### config.mk
export PLATFORM = sky130hd
export DESIGN_NAME = frame_parser_sum_add_check_unit
export DESIGN_NICKNAME = d
export VERILOG_FILES = /design/src/fpsac_pkg.sv /design/src/frame_parser_sum_add_check_unit.sv /design/src/fpsac_parser.sv /design/src/fpsac_out_stage.sv
export SDC_FILE = /design/constraint.sdc
export NUM_CORES = 1
export LEC_CHECK = 0
export BUFFER_PORTS_ARGS = -buffer_cell sky130_fd_sc_hd__buf_2
export CORE_MARGIN = 5
export CORE_UTILIZATION = 64
export DETAILED_ROUTE_END_ITERATION = 8
export PLACE_DENSITY = 0.95
export SETUP_SLACK_MARGIN = 0.2
export SLEW_MARGIN = 20
export SYNTH_ARGS = -nofsm -noshare
export SYNTH_HDL_FRONTEND = slang
export SYNTH_SLANG_ARGS = --single-unit
export TNS_END_PERCENT = 20
### constraint.sdc
create_clock -name i_clk -period 10.6 [get_ports i_clk]
set_input_delay 0.53 -clock i_clk [delete_from_list [all_inputs] [get_ports i_clk]]
set_output_delay 0.53 -clock i_clk [all_outputs]
set_load 0.03 [all_outputs]
### src/fpsac_pkg.sv
// ----------------------------------------------------------------------------
// Frame parser package
// Types and constants shared by the frame parser modules: phase codes,
// status codes, register indexes and the result record.
// ----------------------------------------------------------------------------
package fpsac_pkg;

    localparam logic [2:0] PH_HUNT    = 3'd0;
    localparam logic [2:0] PH_ADDR    = 3'd1;
    localparam logic [2:0] PH_ID      = 3'd2;
    localparam logic [2:0] PH_LEN     = 3'd3;
    localparam logic [2:0] PH_PAYLOAD = 3'd4;
    localparam logic [2:0] PH_SUM     = 3'd5;
    localparam logic [2:0] PH_ADD     = 3'd6;

    localparam logic [1:0] ST_OK       = 2'd0;
    localparam logic [1:0] ST_SUM_FAIL = 2'd1;
    localparam logic [1:0] ST_ADD_FAIL = 2'd2;

    localparam logic       KIND_PAYLOAD = 1'b0;
    localparam logic       KIND_END     = 1'b1;

    localparam logic       CFG_HEADER_BYTE  = 1'b0;
    localparam logic       CFG_HOST_ADDRESS = 1'b1;

    localparam logic [7:0] HEADER_RESET  = 8'hAA;
    localparam logic [7:0] ADDRESS_RESET = 8'h00;

    typedef struct packed {
        logic       kind;
        logic [7:0] data_byte;
        logic [7:0] byte_index;
        logic [7:0] frame_address;
        logic [7:0] frame_id;
        logic [7:0] frame_length;
        logic [1:0] status;
        logic       for_host;
        logic       last;
    } t_result;

endpackage

### src/frame_parser_sum_add_check_unit.sv
// ----------------------------------------------------------------------------
// Frame parser with sum and add checks
// Received bytes enter on the rx channel (valid/ready), one per transaction.
// The parser hunts for the header byte, then takes address, id and length
// bytes, the payload and two check bytes. Each payload byte gives one result
// transaction carrying its index; the add check byte gives an end-of-frame
// report with its status and the addressed-to-host flag. Other bytes give no
// result. Results leave on the out channel (valid/ready), one field a port.
// A byte is taken every cycle while rx ready is high; the parser state
// updates in the cycle a byte is taken, and its result is registered in
// the output register, or in the skid register behind it. When the receiver
// stalls, bytes are still taken until a second result is waiting in the
// skid register; rx ready then drops until the receiver takes the stalled
// result. The configuration port writes header_byte (index 0) and
// host_address (index 1); the user must write them only while the block
// is idle, not enforced by the block. Synchronous reset returns the parser
// to hunting, empties the result stage and restores header 0xAA, host 0x00.
// ----------------------------------------------------------------------------
module frame_parser_sum_add_check_unit (
    input  logic       i_clk,
    input  logic       i_rst_n,
    input  logic       i_rx_valid,
    output logic       o_rx_ready,
    input  logic [7:0] i_rx_byte,
    input  logic       i_cfg_we,
    input  logic       i_cfg_index,
    input  logic [7:0] i_cfg_data,
    output logic       o_out_valid,
    input  logic       i_out_ready,
    output logic       o_kind,
    output logic [7:0] o_data_byte,
    output logic [7:0] o_byte_index,
    output logic [7:0] o_frame_address,
    output logic [7:0] o_frame_id,
    output logic [7:0] o_frame_length,
    output logic [1:0] o_status,
    output logic       o_for_host,
    output logic       o_last
);

    logic [7:0]         r_header_byte;
    logic [7:0]         r_host_address;
    logic               rx_accept;
    logic               res_valid;
    fpsac_pkg::t_result res;
    fpsac_pkg::t_result out;

    assign rx_accept = i_rx_valid && o_rx_ready;

    always_ff @(posedge i_clk) begin
        if (!i_rst_n) begin
            r_header_byte  <= fpsac_pkg::HEADER_RESET;
            r_host_address <= fpsac_pkg::ADDRESS_RESET;
        end else if (i_cfg_we) begin
            case (i_cfg_index)
                fpsac_pkg::CFG_HEADER_BYTE:  r_header_byte  <= i_cfg_data;
                fpsac_pkg::CFG_HOST_ADDRESS: r_host_address <= i_cfg_data;
                default: begin
                end
            endcase
        end
    end

    fpsac_parser u_parser (
        .i_clk          (i_clk),
        .i_rst_n        (i_rst_n),
        .i_accept       (rx_accept),
        .i_rx_byte      (i_rx_byte),
        .i_header_byte  (r_header_byte),
        .i_host_address (r_host_address),
        .o_res_valid    (res_valid),
        .o_result       (res)
    );

    fpsac_out_stage u_out_stage (
        .i_clk    (i_clk),
        .i_rst_n  (i_rst_n),
        .i_valid  (rx_accept && res_valid),
        .i_result (res),
        .o_ready  (o_rx_ready),
        .o_valid  (o_out_valid),
        .i_ready  (i_out_ready),
        .o_result (out)
    );

    assign o_kind          = out.kind;
    assign o_data_byte     = out.data_byte;
    assign o_byte_index    = out.byte_index;
    assign o_frame_address = out.frame_address;
    assign o_frame_id      = out.frame_id;
    assign o_frame_length  = out.frame_length;
    assign o_status        = out.status;
    assign o_for_host      = out.for_host;
    assign o_last          = out.last;

    a_last_is_kind: assert property (@(posedge i_clk) disable iff (!i_rst_n)
        o_out_valid |-> (o_last == o_kind))
        else $error("last flag differs from result kind");

    a_end_fields_zero: assert property (@(posedge i_clk) disable iff (!i_rst_n)
        (o_out_valid && o_last) |-> (o_data_byte == 8'd0 && o_byte_index == 8'd0))
        else $error("end report carries payload data");

    a_status_on_end: assert property (@(posedge i_clk) disable iff (!i_rst_n)
        (o_out_valid && !o_last) |-> (o_status == fpsac_pkg::ST_OK))
        else $error("payload result carries a status");

    a_stall_only_full: assert property (@(posedge i_clk) disable iff (!i_rst_n)
        !o_rx_ready |-> o_out_valid)
        else $error("rx stalled with an empty output register");

endmodule

### src/fpsac_parser.sv
// ----------------------------------------------------------------------------
// Frame parser state machine
// Holds the frame phase, header fields and both running checksums, and
// forms the result caused by each accepted byte in the same cycle.
// ----------------------------------------------------------------------------
module fpsac_parser (
    input  logic                i_clk,
    input  logic                i_rst_n,
    input  logic                i_accept,
    input  logic [7:0]          i_rx_byte,
    input  logic [7:0]          i_header_byte,
    input  logic [7:0]          i_host_address,
    output logic                o_res_valid,
    output fpsac_pkg::t_result  o_result
);

    logic [2:0] r_phase,   n_phase;
    logic [7:0] r_address, n_address;
    logic [7:0] r_id,      n_id;
    logic [7:0] r_length,  n_length;
    logic [7:0] r_count,   n_count;
    logic [7:0] r_sum,     n_sum;
    logic [7:0] r_add,     n_add;
    logic       r_sum_ok,  n_sum_ok;

    logic [7:0] sum_next;
    logic [7:0] add_next;
    logic [7:0] count_inc;

    assign sum_next  = r_sum + i_rx_byte;
    assign add_next  = r_add + sum_next;
    assign count_inc = r_count + 8'd1;

    always_comb begin
        n_phase     = r_phase;
        n_address   = r_address;
        n_id        = r_id;
        n_length    = r_length;
        n_count     = r_count;
        n_sum       = r_sum;
        n_add       = r_add;
        n_sum_ok    = r_sum_ok;
        o_res_valid = 1'b0;

        o_result.kind          = fpsac_pkg::KIND_PAYLOAD;
        o_result.data_byte     = i_rx_byte;
        o_result.byte_index    = r_count;
        o_result.frame_address = r_address;
        o_result.frame_id      = r_id;
        o_result.frame_length  = r_length;
        o_result.status        = fpsac_pkg::ST_OK;
        o_result.for_host      = (r_address == i_host_address);
        o_result.last          = 1'b0;

        case (r_phase)
            fpsac_pkg::PH_ADDR: begin
                n_address = i_rx_byte;
                n_sum     = sum_next;
                n_add     = add_next;
                n_phase   = fpsac_pkg::PH_ID;
            end
            fpsac_pkg::PH_ID: begin
                n_id    = i_rx_byte;
                n_sum   = sum_next;
                n_add   = add_next;
                n_phase = fpsac_pkg::PH_LEN;
            end
            fpsac_pkg::PH_LEN: begin
                n_length = i_rx_byte;
                n_sum    = sum_next;
                n_add    = add_next;
                n_count  = 8'd0;
                n_phase  = (i_rx_byte == 8'd0) ? fpsac_pkg::PH_SUM : fpsac_pkg::PH_PAYLOAD;
            end
            fpsac_pkg::PH_PAYLOAD: begin
                n_sum       = sum_next;
                n_add       = add_next;
                n_count     = count_inc;
                o_res_valid = 1'b1;
                if (count_inc == r_length) begin
                    n_phase = fpsac_pkg::PH_SUM;
                end
            end
            fpsac_pkg::PH_SUM: begin
                n_sum_ok = (i_rx_byte == r_sum);
                n_phase  = fpsac_pkg::PH_ADD;
            end
            fpsac_pkg::PH_ADD: begin
                o_res_valid         = 1'b1;
                o_result.kind       = fpsac_pkg::KIND_END;
                o_result.data_byte  = 8'd0;
                o_result.byte_index = 8'd0;
                o_result.last       = 1'b1;
                if (!r_sum_ok) begin
                    o_result.status = fpsac_pkg::ST_SUM_FAIL;
                end else if (i_rx_byte != r_add) begin
                    o_result.status = fpsac_pkg::ST_ADD_FAIL;
                end
                n_phase = fpsac_pkg::PH_HUNT;
            end
            default: begin
                n_phase = fpsac_pkg::PH_HUNT;
                if (i_rx_byte == i_header_byte) begin
                    n_sum    = i_rx_byte;
                    n_add    = i_rx_byte;
                    n_sum_ok = 1'b0;
                    n_phase  = fpsac_pkg::PH_ADDR;
                end
            end
        endcase
    end

    always_ff @(posedge i_clk) begin
        if (!i_rst_n) begin
            r_phase   <= fpsac_pkg::PH_HUNT;
            r_address <= 8'd0;
            r_id      <= 8'd0;
            r_length  <= 8'd0;
            r_count   <= 8'd0;
            r_sum     <= 8'd0;
            r_add     <= 8'd0;
            r_sum_ok  <= 1'b0;
        end else if (i_accept) begin
            r_phase   <= n_phase;
            r_address <= n_address;
            r_id      <= n_id;
            r_length  <= n_length;
            r_count   <= n_count;
            r_sum     <= n_sum;
            r_add     <= n_add;
            r_sum_ok  <= n_sum_ok;
        end
    end

endmodule

### src/fpsac_out_stage.sv
// ----------------------------------------------------------------------------
// Frame parser result stage
// Output register backed by a skid register, so that a byte can be taken
// in the cycle in which the receiver stalls a finished result.
// ----------------------------------------------------------------------------
module fpsac_out_stage (
    input  logic                i_clk,
    input  logic                i_rst_n,
    input  logic                i_valid,
    input  fpsac_pkg::t_result  i_result,
    output logic                o_ready,
    output logic                o_valid,
    input  logic                i_ready,
    output fpsac_pkg::t_result  o_result
);

    logic               r_out_valid;
    fpsac_pkg::t_result r_out;
    logic               r_skid_valid;
    fpsac_pkg::t_result r_skid;

    assign o_ready  = !r_skid_valid;
    assign o_valid  = r_out_valid;
    assign o_result = r_out;

    always_ff @(posedge i_clk) begin
        if (!i_rst_n) begin
            r_out_valid  <= 1'b0;
            r_skid_valid <= 1'b0;
        end else if (!r_out_valid || i_ready) begin
            if (r_skid_valid) begin
                r_out_valid  <= 1'b1;
                r_skid_valid <= 1'b0;
            end else begin
                r_out_valid <= i_valid;
            end
        end else if (i_valid) begin
            r_skid_valid <= 1'b1;
        end
    end

    always_ff @(posedge i_clk) begin
        if (!r_out_valid || i_ready) begin
            r_out <= r_skid_valid ? r_skid : i_result;
        end else if (i_valid) begin
            r_skid <= i_result;
        end
    end

endmodule

## Yosys cells after proc, flatten, opt, wreduce, memory -nomap -nowiden

Cells that the tools add are included.

- Register bits after elaboration: 160
- Output and inout bits: 47
- Logic and storage cells: 92
- Input bits: 22

- Eq/ne operators: 12
- Bitwise gates (word level): 5
- Reductions and logical operators: 24
- Add/sub/neg operators: 3
- Mux-type cells: 18

Operators by type and width:

| operator | number |
|---|---|
| case mux 8 bit (2 select lines) | 3 |
| 2-to-1 mux 45 bit | 1 |
| equality test 8 bit | 4 |
| case mux 3 bit (6 select lines) | 1 |
| 2-to-1 mux 17 bit | 1 |
| adder 8 bit | 2 |
| AND reduction 2 bit | 8 |
| equality test 3 bit, second input constant | 3 |
| adder 8 x 1 -> 8 bit, second input constant | 1 |
| logical NOT 8 bit | 1 |
| 2-to-1 mux 8 bit | 1 |
| != test 8 bit | 1 |
| equality test 3 x 2 -> 1 bit, second input constant | 2 |
| 2-to-1 mux 1 bit | 6 |
| 2-to-1 mux 2 bit | 3 |
| AND reduction 3 bit | 2 |
| nonzero test 2 bit | 3 |
| OR reduction 2 bit | 3 |
| inverter 1 bit | 5 |
| OR reduction 5 bit | 1 |
| OR reduction 4 bit | 1 |
| equality test 3 x 1 -> 1 bit, second input constant | 1 |
| 2-to-1 mux 3 bit | 1 |
| logical AND 1 bit | 2 |
| 4 further kinds | 5 |

## Logic depth before layout (Yosys ltp)

Gate-level depths: netlist of run 1.

- Depth after elaboration: 5
- Gate-level depth with buffers: 12
- Mapped depth without buffers: 12

## Cells and area by module

A second synthesis of run 1 with hierarchy kept.

- Cells, all modules: 648
- Area total of the unflattened synthesis: 7627.3 µm²

Modules (own cells, without submodules):

| module | seq. area each (µm²) | area an instance (µm²) | cells an instance | times used |
|---|---|---|---|---|
| fpsac_parser | 1041.0 | 3512.1 | 429 | 1 |
| fpsac_out_stage | 2742.6 | 3448.3 | 149 | 1 |
| frame_parser_sum_add_check_unit | 320.3 | 666.9 | 70 | 1 |

## Worst setup path before layout of run 1

OpenSTA, ideal clock, no wires.

- Path type: input port to flip-flop
- Start point: input i_out_ready
- End point: register u_out_stage.r_skid[0] (netlist bit) (enable)
- Path slack: 5.318 ns
- Setup time: 0.500 ns
- Data required time: 10.100 ns
- Buffers on the path: 0
- Arrival time: 4.782 ns
- Stages on the path: 2
- Path through: nand2b_1 nor3_1

- Longest elaborated chain between the ends: 3

RTL lines:

| element | RTL line | source |
|---|---|---|
| start, declared | frame_parser_sum_add_check_unit.sv:29 | `input logic i_out_ready,` |
| logical OR 1 bit | fpsac_out_stage.sv:43 | `if (!r_out_valid \|\| i_ready) begin` |
| inverter 1 bit (no line) | - |  |
| AND reduction 2 bit (no line) | - |  |
| end signal, assigned | fpsac_out_stage.sv:46 | `r_skid <= i_result;` |
| end, declared | fpsac_out_stage.sv:20 | `fpsac_pkg::t_result r_skid;` |

No other way between the ends.
A chain may end at the register's enable or synchronous reset.

## Worst setup path in the final report of run 1

- Start point: input i_rx_byte[0]
- End point: register u_parser.r_add[7]

- Longest elaborated chain between the ends: 3
- Elaborated cells between the ends (all ways): 6
- Classes of those cells: 2 x add/sub; 1 x eq/ne; 1 x mux; 2 x reduce/logical

RTL lines:

| element | RTL line | source |
|---|---|---|
| start, declared | frame_parser_sum_add_check_unit.sv:24 | `input logic [7:0] i_rx_byte,` |
| adder 8 bit or equality test 8 bit (tied branches) | fpsac_parser.sv:30, fpsac_parser.sv:103 |  |
| adder 8 bit or nonzero test 2 bit (tied branches) | - |  |
| case mux 8 bit (2 select lines) or AND reduction 3 bit (tied branches) | - |  |
| end signal, assigned | fpsac_parser.sv:130 | `r_add <= n_add;` |
| end, declared | fpsac_parser.sv:23 | `logic [7:0] r_add, n_add;` |

Parallel ways exist; a longest one is shown, timed or not.

==> impl_results.md, run 1 <==
* Run status: finished clean
* Sink of the worst hold path: r_header_byte[7]$_SDFFE_PN1P_
* XOR/XNOR Fraction of Synth Area at 0.0558
* Fill cells at 715
* Post CTS Setup Buffer Count at 0
* DP Worst Slack at 7.15 ns
* Maximum root-to-sink buffer count at 2
* Drt wl/cell at 19.8 microns
* Detailed Routing Iterations Pass 1 at 7
* Crit. End Element: flop
* Synthesized cell area at 7380 sq um
* Dpl cell area at 7740 sq um
* HPWL after DPL at 10600 microns
* Wire length of the first global-routing pass at 27300 microns
* Crit Path Max Fanout at 9
* Final-report hold violation count at 0
* Final Setup Violations at 0
* Design Power at 1.31 mW
* CTS H-Tree Depth at 4
* GRT Total Usage at 0.246
* Row cnt at 39
* Fin cells at 850
* RSZ-0062 raised after global routing: no
* Synth warn at 0
* Die W at 117 microns
* Fin util at 0.734
* Avg Inst Size Synth at 11.5 sq um
* Reg area at 4040 sq um
* Synth Area in Compound Gates at 0.113
* Vias per cell at 6.23
* Layout cells sized above 1 at 0.216
* Critical path launch point type: input port
* Worst hold start: i_cfg_data[7]
* Setup ws final at 7.55 ns
* Yosys reg bits at 158
* FF-to-FF path depth at 10
* Worst-path clk slew at 0.06 ns
* Measured slew at the worst slew-check pin at 0.805 ns
* Post-synth ARST share at 0
* Post-synth EDFFs at 88
* CTS Buf Count at 17
* LEAKAGE at 3.46 nW
* Synth cell types at 54
* Die Span Y at 117 microns
* Hold Buf Count CTS at 0
* Crit share post-route at 0.287
* Worst reg-to-reg setup slack at 7.56 ns
* Final GP Congestion at 0.941
* Sequential fraction of the synthesis area at 0.548
* Multiplexer share of the synthesized area at 0.0870
* Worst EP required at 10.92 ns
* DRC at 0
* F_max at 328 MHz
* # diodes at 0
* Area Overhead vs Synth at 13.1%
* Vias in the first global route at 5329
* Arrival time worst endpoint at 3.36 ns
* Starting Density at 0.649
* DRT antenna net count at 0
* Worst skew pair latency at 0.43 ns
* Fin Hold WS at 0.341 ns
* Crit path kind: in -> reg
* Worst hold path type: in -> reg
* Mapped Nets at 683
* Largest family of logic cells by synthesized area: simple AND/OR/NAND/NOR gates
* # resized after CTS at 0
* Largest net degree at the start of global routing at 73
* Min-Delay Path Depth at 3
* Slew Viols, Final at 0
* Clock Tree Root: clkbuf_16
* Total grt overflow at 0
* Layout Skew at 0.0114 ns
* Slew headroom at 0.462
* Worst r2r src: u_parser.r_sum[0]$_SDFFE_PN0P_
* Max-Cap Viols at 0
* # port buffers at 68
* Cells after Synth at 643
* Final setup TNS at 0 ns
* VDD IR max at 0.000159 V
* Layout Nets at 734
* Fin crit period at 3.05 ns
* Post-Synth Adder-Cell Area at 0.0326
* RR Endpoint: u_parser.r_add[7]$_SDFFE_PN0P_
* Vias after detailed routing at 5297
* Placed cells at 817
* CTS tree: done
* Iteration-0 DRC Markers at 536
* Full die area at 13800 sq um
* Power per Cell Area at 157 nW/um^2
* IO Pins at 69
* Antenna violations before repair at 0
* Post-synthesis simple-gate area fraction at 0.135
* Multi-input logic area at 3130 sq um
* Core area at 11400 sq um
* Most used DFF post-synth: edfxtp_1
* Clk sink count at 158
* Design area at 8350 sq um
* Final WL at 16800 microns
[cell type report]
type,count,share of cell area
Clock buffer,17,0.0510
Clock inverter,15,0.0184
Inverter,6,0.00270
Multi-Input combinational cell,438,0.375
Sequential cell,158,0.484
Tap cell,143,0.0214
Timing Repair Buffer,73,0.0468
[state kept, by name, summed over array words and instances, names as in the netlist]
register and cells:
u_out_stage.o_result 44, u_out_stage.r_skid 44, r_header_byte 8, r_host_address 8
u_parser.r_add 8, u_parser.r_address 8, u_parser.r_count 8, u_parser.r_id 8
u_parser.r_length 8, u_parser.r_sum 8, u_parser.r_phase 3, u_out_stage.o_valid 1
u_out_stage.r_skid_valid 1, u_parser.r_sum_ok 1
[worst max path at each step]
stage                              startpoint                               to  slack [ns]  cells past startpoint
2_1_floorplan                     i_out_ready  u_out_stage.r_skid[0]$_DFFE_PP_        5.32                      2
3_3_place_gp                     i_rx_byte[0]   u_parser.r_add[7]$_SDFFE_PN0P_        7.26                     11
3_5_place_dp                     i_rx_byte[0]   u_parser.r_add[7]$_SDFFE_PN0P_        7.15                     11
4_1_cts        u_parser.r_sum[0]$_SDFFE_PN0P_   u_parser.r_add[7]$_SDFFE_PN0P_        7.57                     10
5_1_grt        u_parser.r_sum[0]$_SDFFE_PN0P_   u_parser.r_add[7]$_SDFFE_PN0P_        7.42                     10
6_report                         i_rx_byte[0]   u_parser.r_add[7]$_SDFFE_PN0P_        7.55                     11
[worst max-delay path: stages]
cell      delay (ns)
buf_2           0.18
ha_1            0.27
fa_1            0.46
xor2_1          0.20
ha_1            0.38
o21ai_0         0.27
o21bai_1        0.14
or3_1           0.33
a31oi_1         0.22
xnor2_1         0.10
o311a_1         0.28
[layout by cell type, fill, tap and decap left out, types with 6 or more instances in the layout]
cell type,count
inv_6,6
mux2_2,41
nor2b_1,24
a211oi_1,6
nand3_1,23
a21boi_0,30
nor2_1,22
and2_1,21
dfxtp_1,70
mux2i_1,18
xor2_1,23
xnor2_1,24
ha_1,16
a21oi_1,17
clkbuf_16,17
o211a_1,9
nand2_1,63
buf_2,68
o21ai_0,29
edfxtp_1,88
[power breakdown]
| group | leakage (nW) | total (mW) | switching, mW | internal [mW] |
|---|---|---|---|---|
| Clock | 0.284 | 0.596 | 0.265 | 0.331 |
| Sequential | 1.49 | 0.651 | 0.00388 | 0.647 |
| Combinational | 1.69 | 0.0596 | 0.0376 | 0.0220 |
[synth_stat cells (all sizes together), types with 9 or more instances]
cell type  number  area [sq um]
mux2i          18           180
mux2           41           462
nand2          63           236
dfxtp          70          1400
o21ai          29           145
ha             16           200
and2           21           131
buf            13          87.6
xnor2          24           210
nor2b          24           150
a21boi         31           233
clkbuf         28           105
a21oi          17          85.1
o211a           9          90.1
nand3          23           115
xor2           23           201
edfxtp         88          2640
nor2           22          82.6
[routing by layer]
metal / GRT usage / share of wire / vias to the layer above
met5: 0 / 0 / -
met1: 0.313 / 0.40 / 2519
li1: - / - / 2430
met2: 0.387 / 0.48 / 283
met4: 0.121 / 0.035 / 0
met3: 0.0698 / 0.088 / 65
[cells by family (layout without fill, tap and decap cells)]
group / count (synthesis) / count (layout)
and+or+nand+nor: 192 / 192
DFF: 158 / 158
AOI/OAI and AO/OA: 122 / 122
muxes: 59 / 59
xor gates and xnor gates: 47 / 47
buffers and inverters: 47 / 111
adders and majority gates: 18 / 18
Note: power is estimated with default switching activity, not from simulation.
==> run 2, diff against run 1 <==
--- a/config.mk
+++ b/config.mk
@@ -7,9 +7,9 @@
 export LEC_CHECK = 0
 export BUFFER_PORTS_ARGS = -buffer_cell sky130_fd_sc_hd__buf_2
 export CORE_MARGIN = 5
-export CORE_UTILIZATION = 64
+export CORE_UTILIZATION = 59
 export DETAILED_ROUTE_END_ITERATION = 8
-export PLACE_DENSITY = 0.95
+export PLACE_DENSITY = 0.9
 export SETUP_SLACK_MARGIN = 0.2
 export SLEW_MARGIN = 20
 export SYNTH_ARGS = -nofsm -noshare
==> constraint.sdc (replaced) <==
create_clock -name i_clk -period 3.1 [get_ports i_clk]
set_input_delay 0.155 -clock i_clk [delete_from_list [all_inputs] [get_ports i_clk]]
set_output_delay 0.155 -clock i_clk [all_outputs]
set_load 0.03 [all_outputs]
==> run 2 against run 1 <==
  * Global-route usage down 2.5 points
  * Hold slack worse by 0.32 ns
  * Critical path depth down 2
  * Clock skew down 0.0037 ns
  * Cell count up 4.4%
  * Register-to-register slack worse by 7.2 ns
  * Combinational power rose to 3.6 times the previous value
  * Largest cell class unchanged
==> impl_results.md, run 2 (synthesis results as in run 1) <==
* Most common cell after layout, fill and taps aside: edfxtp_1
* FF-to-FF path depth at 9
* Post CTS Setup Buffer Count at 0
* Area Overhead vs Synth at 15.7%
* Final-report hold violation count at 0
* DRT antenna net count at 0
* Crit share post-route at 0.886
* HPWL after DPL at 10300 microns
* Final GP Congestion at 0.952
* Design Power at 4.61 mW
* LEAKAGE at 3.52 nW
* Final Setup Violations at 0
* Clock Tree Root: clkbuf_16
* Die W at 122 microns
* DRC at 0
* Fin crit period at 2.75 ns
* Layout cells sized above 1 at 0.225
* Clk sink count at 158
* Crit path kind: reg -> reg
* Most frequent cells in the layout: edfxtp_1 (88), dfxtp_1 (70), buf_2 (68)
* Setup ws final at 0.352 ns
* Full die area at 14800 sq um
* Fin util at 0.705
* Dpl cell area at 7830 sq um
* Power per Cell Area at 540 nW/um^2
* CTS tree: done
* Starting Density at 0.609
* GRT Total Usage at 0.221
* Maximum root-to-sink buffer count at 2
* IO Pins at 69
* Worst-path clk slew at 0.06 ns
* Reg area at 4040 sq um
* Multi-input logic area at 3150 sq um
* Wire length of the first global-routing pass at 25400 microns
* # diodes at 0
* Critical path launch point type: flop
* Layout Nets at 746
* Worst skew pair latency at 0.42 ns
* Iteration-0 DRC Markers at 451
* RSZ-0062 raised after global routing: no
* Vias after detailed routing at 5102
* Vias per cell at 5.75
* CTS H-Tree Depth at 4
* Row cnt at 40
* Largest net degree at the start of global routing at 58
* Max-Cap Viols at 0
* # port buffers at 68
* Fill cells at 890
* F_max at 364 MHz
* CTS Buf Count at 17
* VDD IR max at 0.000273 V
* Worst hold path type: in -> reg
* Core area at 12100 sq um
* DP Worst Slack at 0.189 ns
* Vias in the first global route at 4928
* Placed cells at 849
* Drt wl/cell at 17.5 microns
* Final setup TNS at 0 ns
* Fin cells at 887
* Arrival time worst endpoint at 3.06 ns
* Measured slew at the worst slew-check pin at 0.901 ns
* Slew Viols, Final at 0
* Min-Delay Path Depth at 3
* Run status: finished clean
* Die Span Y at 122 microns
* Worst EP required at 3.41 ns
* Crit Path Max Fanout at 3
* Design area at 8530 sq um
* Slew headroom at 0.399
* Final WL at 15500 microns
* Layout Skew at 0.00768 ns
* Total grt overflow at 0
* Detailed Routing Iterations Pass 1 at 5
* Fin Hold WS at 0.0175 ns
* Crit. End Element: flop
* Antenna violations before repair at 0
==> run 2: per-layer routing <==
layer,share of wire,GRT usage
met5,0,0
met4,0.016,0.0812
met3,0.060,0.0576
met2,0.48,0.354
met1,0.44,0.292
==> run 2: final cells by class <==
type                    instances  area share
well taps                     168      0.0246
repair buffers                 85      0.0566
multi-input cells             438       0.370
inverters                       6     0.00264
clock inverters                13      0.0220
clock buffers                  19      0.0507
flip-flops and latches        158       0.474
==> run 2: report_power, final <==
group          switching [mW]  leakage, nW  internal (mW)
sequential             0.0108         1.49           2.21
clock                   0.821        0.290           1.35
combinational           0.130         1.74         0.0842
==> run 2: final timing paths <==
| kind | slack (ns) | end | start |
|---|---|---|---|
| worst max-delay path | 0.35 | u_parser.r_add[7]$_SDFFE_PN0P_ | u_parser.r_sum[0]$_SDFFE_PN0P_ |
| worst min-delay path | 0.02 | r_header_byte[4]$_SDFFE_PN0P_ | i_cfg_data[4] |
| worst max register to register | 0.35 | u_parser.r_add[7]$_SDFFE_PN0P_ | u_parser.r_sum[0]$_SDFFE_PN0P_ |
| worst min register to register | 0.46 | u_out_stage.r_skid[17]$_DFFE_PP_ | u_parser.r_id[5]$_SDFFE_PN0P_ |
==> run 2: what timing repair did <==
action / CTS / global route
pin swaps: 0 / 2
hold buffers: 6 / 0
hold endpoints to repair: 6 / 0
gates resized for setup: 1 / 5
setup endpoints to repair: 1 / 1
==> run 2: worst max-delay path, cell delays in order (launching register included) <==
cell,delay (ns)
dfxtp_1,0.33
ha_2,0.22
fa_2,0.49
ha_1,0.34
a211oi_2,0.26
o21bai_1,0.12
or3_1,0.31
a31oi_1,0.20
xnor2_1,0.09
o311a_1,0.28
==> run 3, diff against run 2 <==
--- a/config.mk
+++ b/config.mk
@@ -9,6 +9,7 @@
 export CORE_MARGIN = 5
 export CORE_UTILIZATION = 59
 export DETAILED_ROUTE_END_ITERATION = 8
+export GPL_TIMING_DRIVEN = 0
 export PLACE_DENSITY = 0.9
 export SETUP_SLACK_MARGIN = 0.2
 export SLEW_MARGIN = 20
==> run 3 against run 2 <==
  * Sequential cell count stayed put
  * Critical path depth is 1 higher
  * Sequential power is essentially flat
  * Final area is 1.5% higher
  * Via count is 4.5% higher
  * Largest power group unchanged
  * Critical path type unchanged
  * Cell count increased by 3.5%
  * Fmax down 2.1%
  * Core utilization rose by 1.0 points
==> impl_results.md, run 3 (synthesis results as in run 1) <==
* Run status: finished clean
* DRT antenna net count at 0
* Setup ws final at 0.294 ns
* Vias after detailed routing at 5334
* Fill cells at 846
* Full die area at 14800 sq um
* Worst r2r src: u_parser.r_sum[0]$_SDFFE_PN0P_
* Power per Cell Area at 529 nW/um^2
* CP bufs+invs at 0
* Worst path slowest cell: fa_2
* VDD IR max at 0.000277 V
* Min-Delay Path Depth at 3
* Worst hold path type: in -> reg
* Largest net degree at the start of global routing at 48
* Crit. End Element: flop
* FF-to-FF path depth at 10
* Critical path launch point type: flop
* Measured slew at the worst slew-check pin at 0.664 ns
* Sink of the worst hold path: r_header_byte[6]$_SDFFE_PN0P_
* Final-report hold violation count at 0
* Fin crit period at 2.81 ns
* Most common cell on crit path: ha_2
* Post CTS Setup Buffer Count at 0
* Die W at 122 microns
* Design Power at 4.58 mW
* Wire length of the first global-routing pass at 27400 microns
* Worst hold start: i_cfg_data[6]
* LEAKAGE at 3.58 nW
* Slew Viols, Final at 0
* # diodes at 0
* CP cell instances: ha_2, fa_2, xor2_2, ha_2, o21ai_1, o21bai_1, or3_1, a31oi_1, xnor2_1, o311a_1
* Clk sink count at 158
* Fin cells at 918
* Most common cell after layout, fill and taps aside: edfxtp_1
* HPWL after DPL at 11500 microns
* Crit Path Max Fanout at 5
* Crit path kind: reg -> reg
* CTS tree: done
* Placed cells at 881
* Total grt overflow at 0
* CTS Buf Count at 17
* Drt wl/cell at 18.2 microns
* RSZ-0062 raised after global routing: no
* Fin util at 0.715
* Antenna violations before repair at 0
* Die Span Y at 122 microns
* Top delay family on crit path: adder cells
* Final WL at 16700 microns
* Final GP Congestion at 0.927
* Layout cells sized above 1 at 0.216
* Arrival time worst endpoint at 3.12 ns
* Slew headroom at 0.558
* Layout Nets at 777
* Starting Density at 0.609
* # port buffers at 67
* Detailed Routing Iterations Pass 1 at 5
* RR Endpoint: u_parser.r_add[7]$_SDFFE_PN0P_
* Core area at 12100 sq um
* Iteration-0 DRC Markers at 491
* GRT Total Usage at 0.239
* Worst-path clk slew at 0.06 ns
* Vias per cell at 5.81
* Maximum root-to-sink buffer count at 2
* CTS H-Tree Depth at 4
* Max-Cap Viols at 0
* Multi-input logic area at 3160 sq um
* Clock Tree Root: clkbuf_16
* Area Overhead vs Synth at 17.4%
* Layout Skew at 0.00731 ns
* Crit share post-route at 0.905
* Reg area at 4040 sq um
* Worst path max stage delay at 0.40 ns
* DRC at 0
* Final Setup Violations at 0
* Row cnt at 40
* Worst skew pair latency at 0.42 ns
* Worst reg-to-reg setup slack at 0.29 ns
* DP Worst Slack at 0.0900 ns
* Most frequent cells in the layout: edfxtp_1 (88), buf_2 (74), dfxtp_1 (70)
* Worst EP required at 3.41 ns
* Vias in the first global route at 5455
* F_max at 356 MHz
* IO Pins at 69
run 3: cell types whose count changed in the layout (fill, tap and decap cells not counted), sizes merged:
cell	previous run	this run
inv	8	9
clkbuf	19	51
bufinv	4	3
dlygate4sd3	6	5
clkinvlp	4	0
buf	79	83
run 3: worst max path at each step:
stage                                     start                              end  slack (ns)  cells after the start
2_1_floorplan  u_out_stage.o_valid$_SDFFE_PN0P_  u_out_stage.r_skid[0]$_DFFE_PP_        0.34                      2
3_3_place_gp                        i_out_ready  u_out_stage.r_skid[3]$_DFFE_PP_       -0.03                      3
3_5_place_dp     u_parser.r_sum[0]$_SDFFE_PN0P_   u_parser.r_add[7]$_SDFFE_PN0P_        0.09                     10
4_1_cts          u_parser.r_sum[0]$_SDFFE_PN0P_   u_parser.r_add[7]$_SDFFE_PN0P_        0.24                     10
5_1_grt          u_parser.r_sum[0]$_SDFFE_PN0P_   u_parser.r_add[7]$_SDFFE_PN0P_        0.20                     10
6_report         u_parser.r_sum[0]$_SDFFE_PN0P_   u_parser.r_add[7]$_SDFFE_PN0P_        0.29                     10
run 3: tightest hold or removal path, cell delays in order:
cell	delay (ns)
buf_2	0.11
nand2_1	0.05
a21boi_0	0.08
run 3: final cells by class:
type	count	area share
clock buffer	23	0.0542
buffer	41	0.0223
tap	168	0.0243
multi-input combinational	438	0.365
clock inverter	9	0.0153
timing repair buffer	75	0.0497
inverter	6	0.00260
sequential	158	0.467
run 3: per-stage QoR:
stage | hold slack [ns] | area, sq um | TNS, ns
2_1_floorplan | 0.279 | 7390 | 0
3_3_place_gp | 0.392 | 7940 | -1.03
3_5_place_dp | 0.407 | 7980 | 0
4_1_cts | 0.00949 | 8640 | 0
5_1_grt | 0.0159 | 8660 | 0
6_report | 0.0232 | 8660 | 0
run 3: report_power, final:
part | total (mW) | internal (mW) | switching, mW
Clock | 2.13 | 1.32 | 0.813
Sequential | 2.22 | 2.21 | 0.0107
Combinational | 0.226 | 0.0865 | 0.139
run 3: repair_timing:
| action | in CTS | in global routing |
|---|---|---|
| hold buffers | 5 | 0 |
| resized for setup | 3 | 3 |
| setup endpoints to repair | 1 | 1 |
| gates cloned | 0 | 0 |
| pin swaps | 0 | 3 |
| hold endpoints to repair | 5 | 0 |
run 3: layer usage:
| layer | track usage | wire (microns) | vias to the layer above | part of all wire |
|---|---|---|---|---|
| met2 | 0.372 | 7870 | 256 | 0.47 |
| li1 | - | - | 2499 | - |
| met1 | 0.319 | 7080 | 2535 | 0.42 |
| met3 | 0.0599 | 1270 | 44 | 0.076 |
| met4 | 0.103 | 448 | 0 | 0.027 |
| met5 | 0 | 0 | - | 0 |
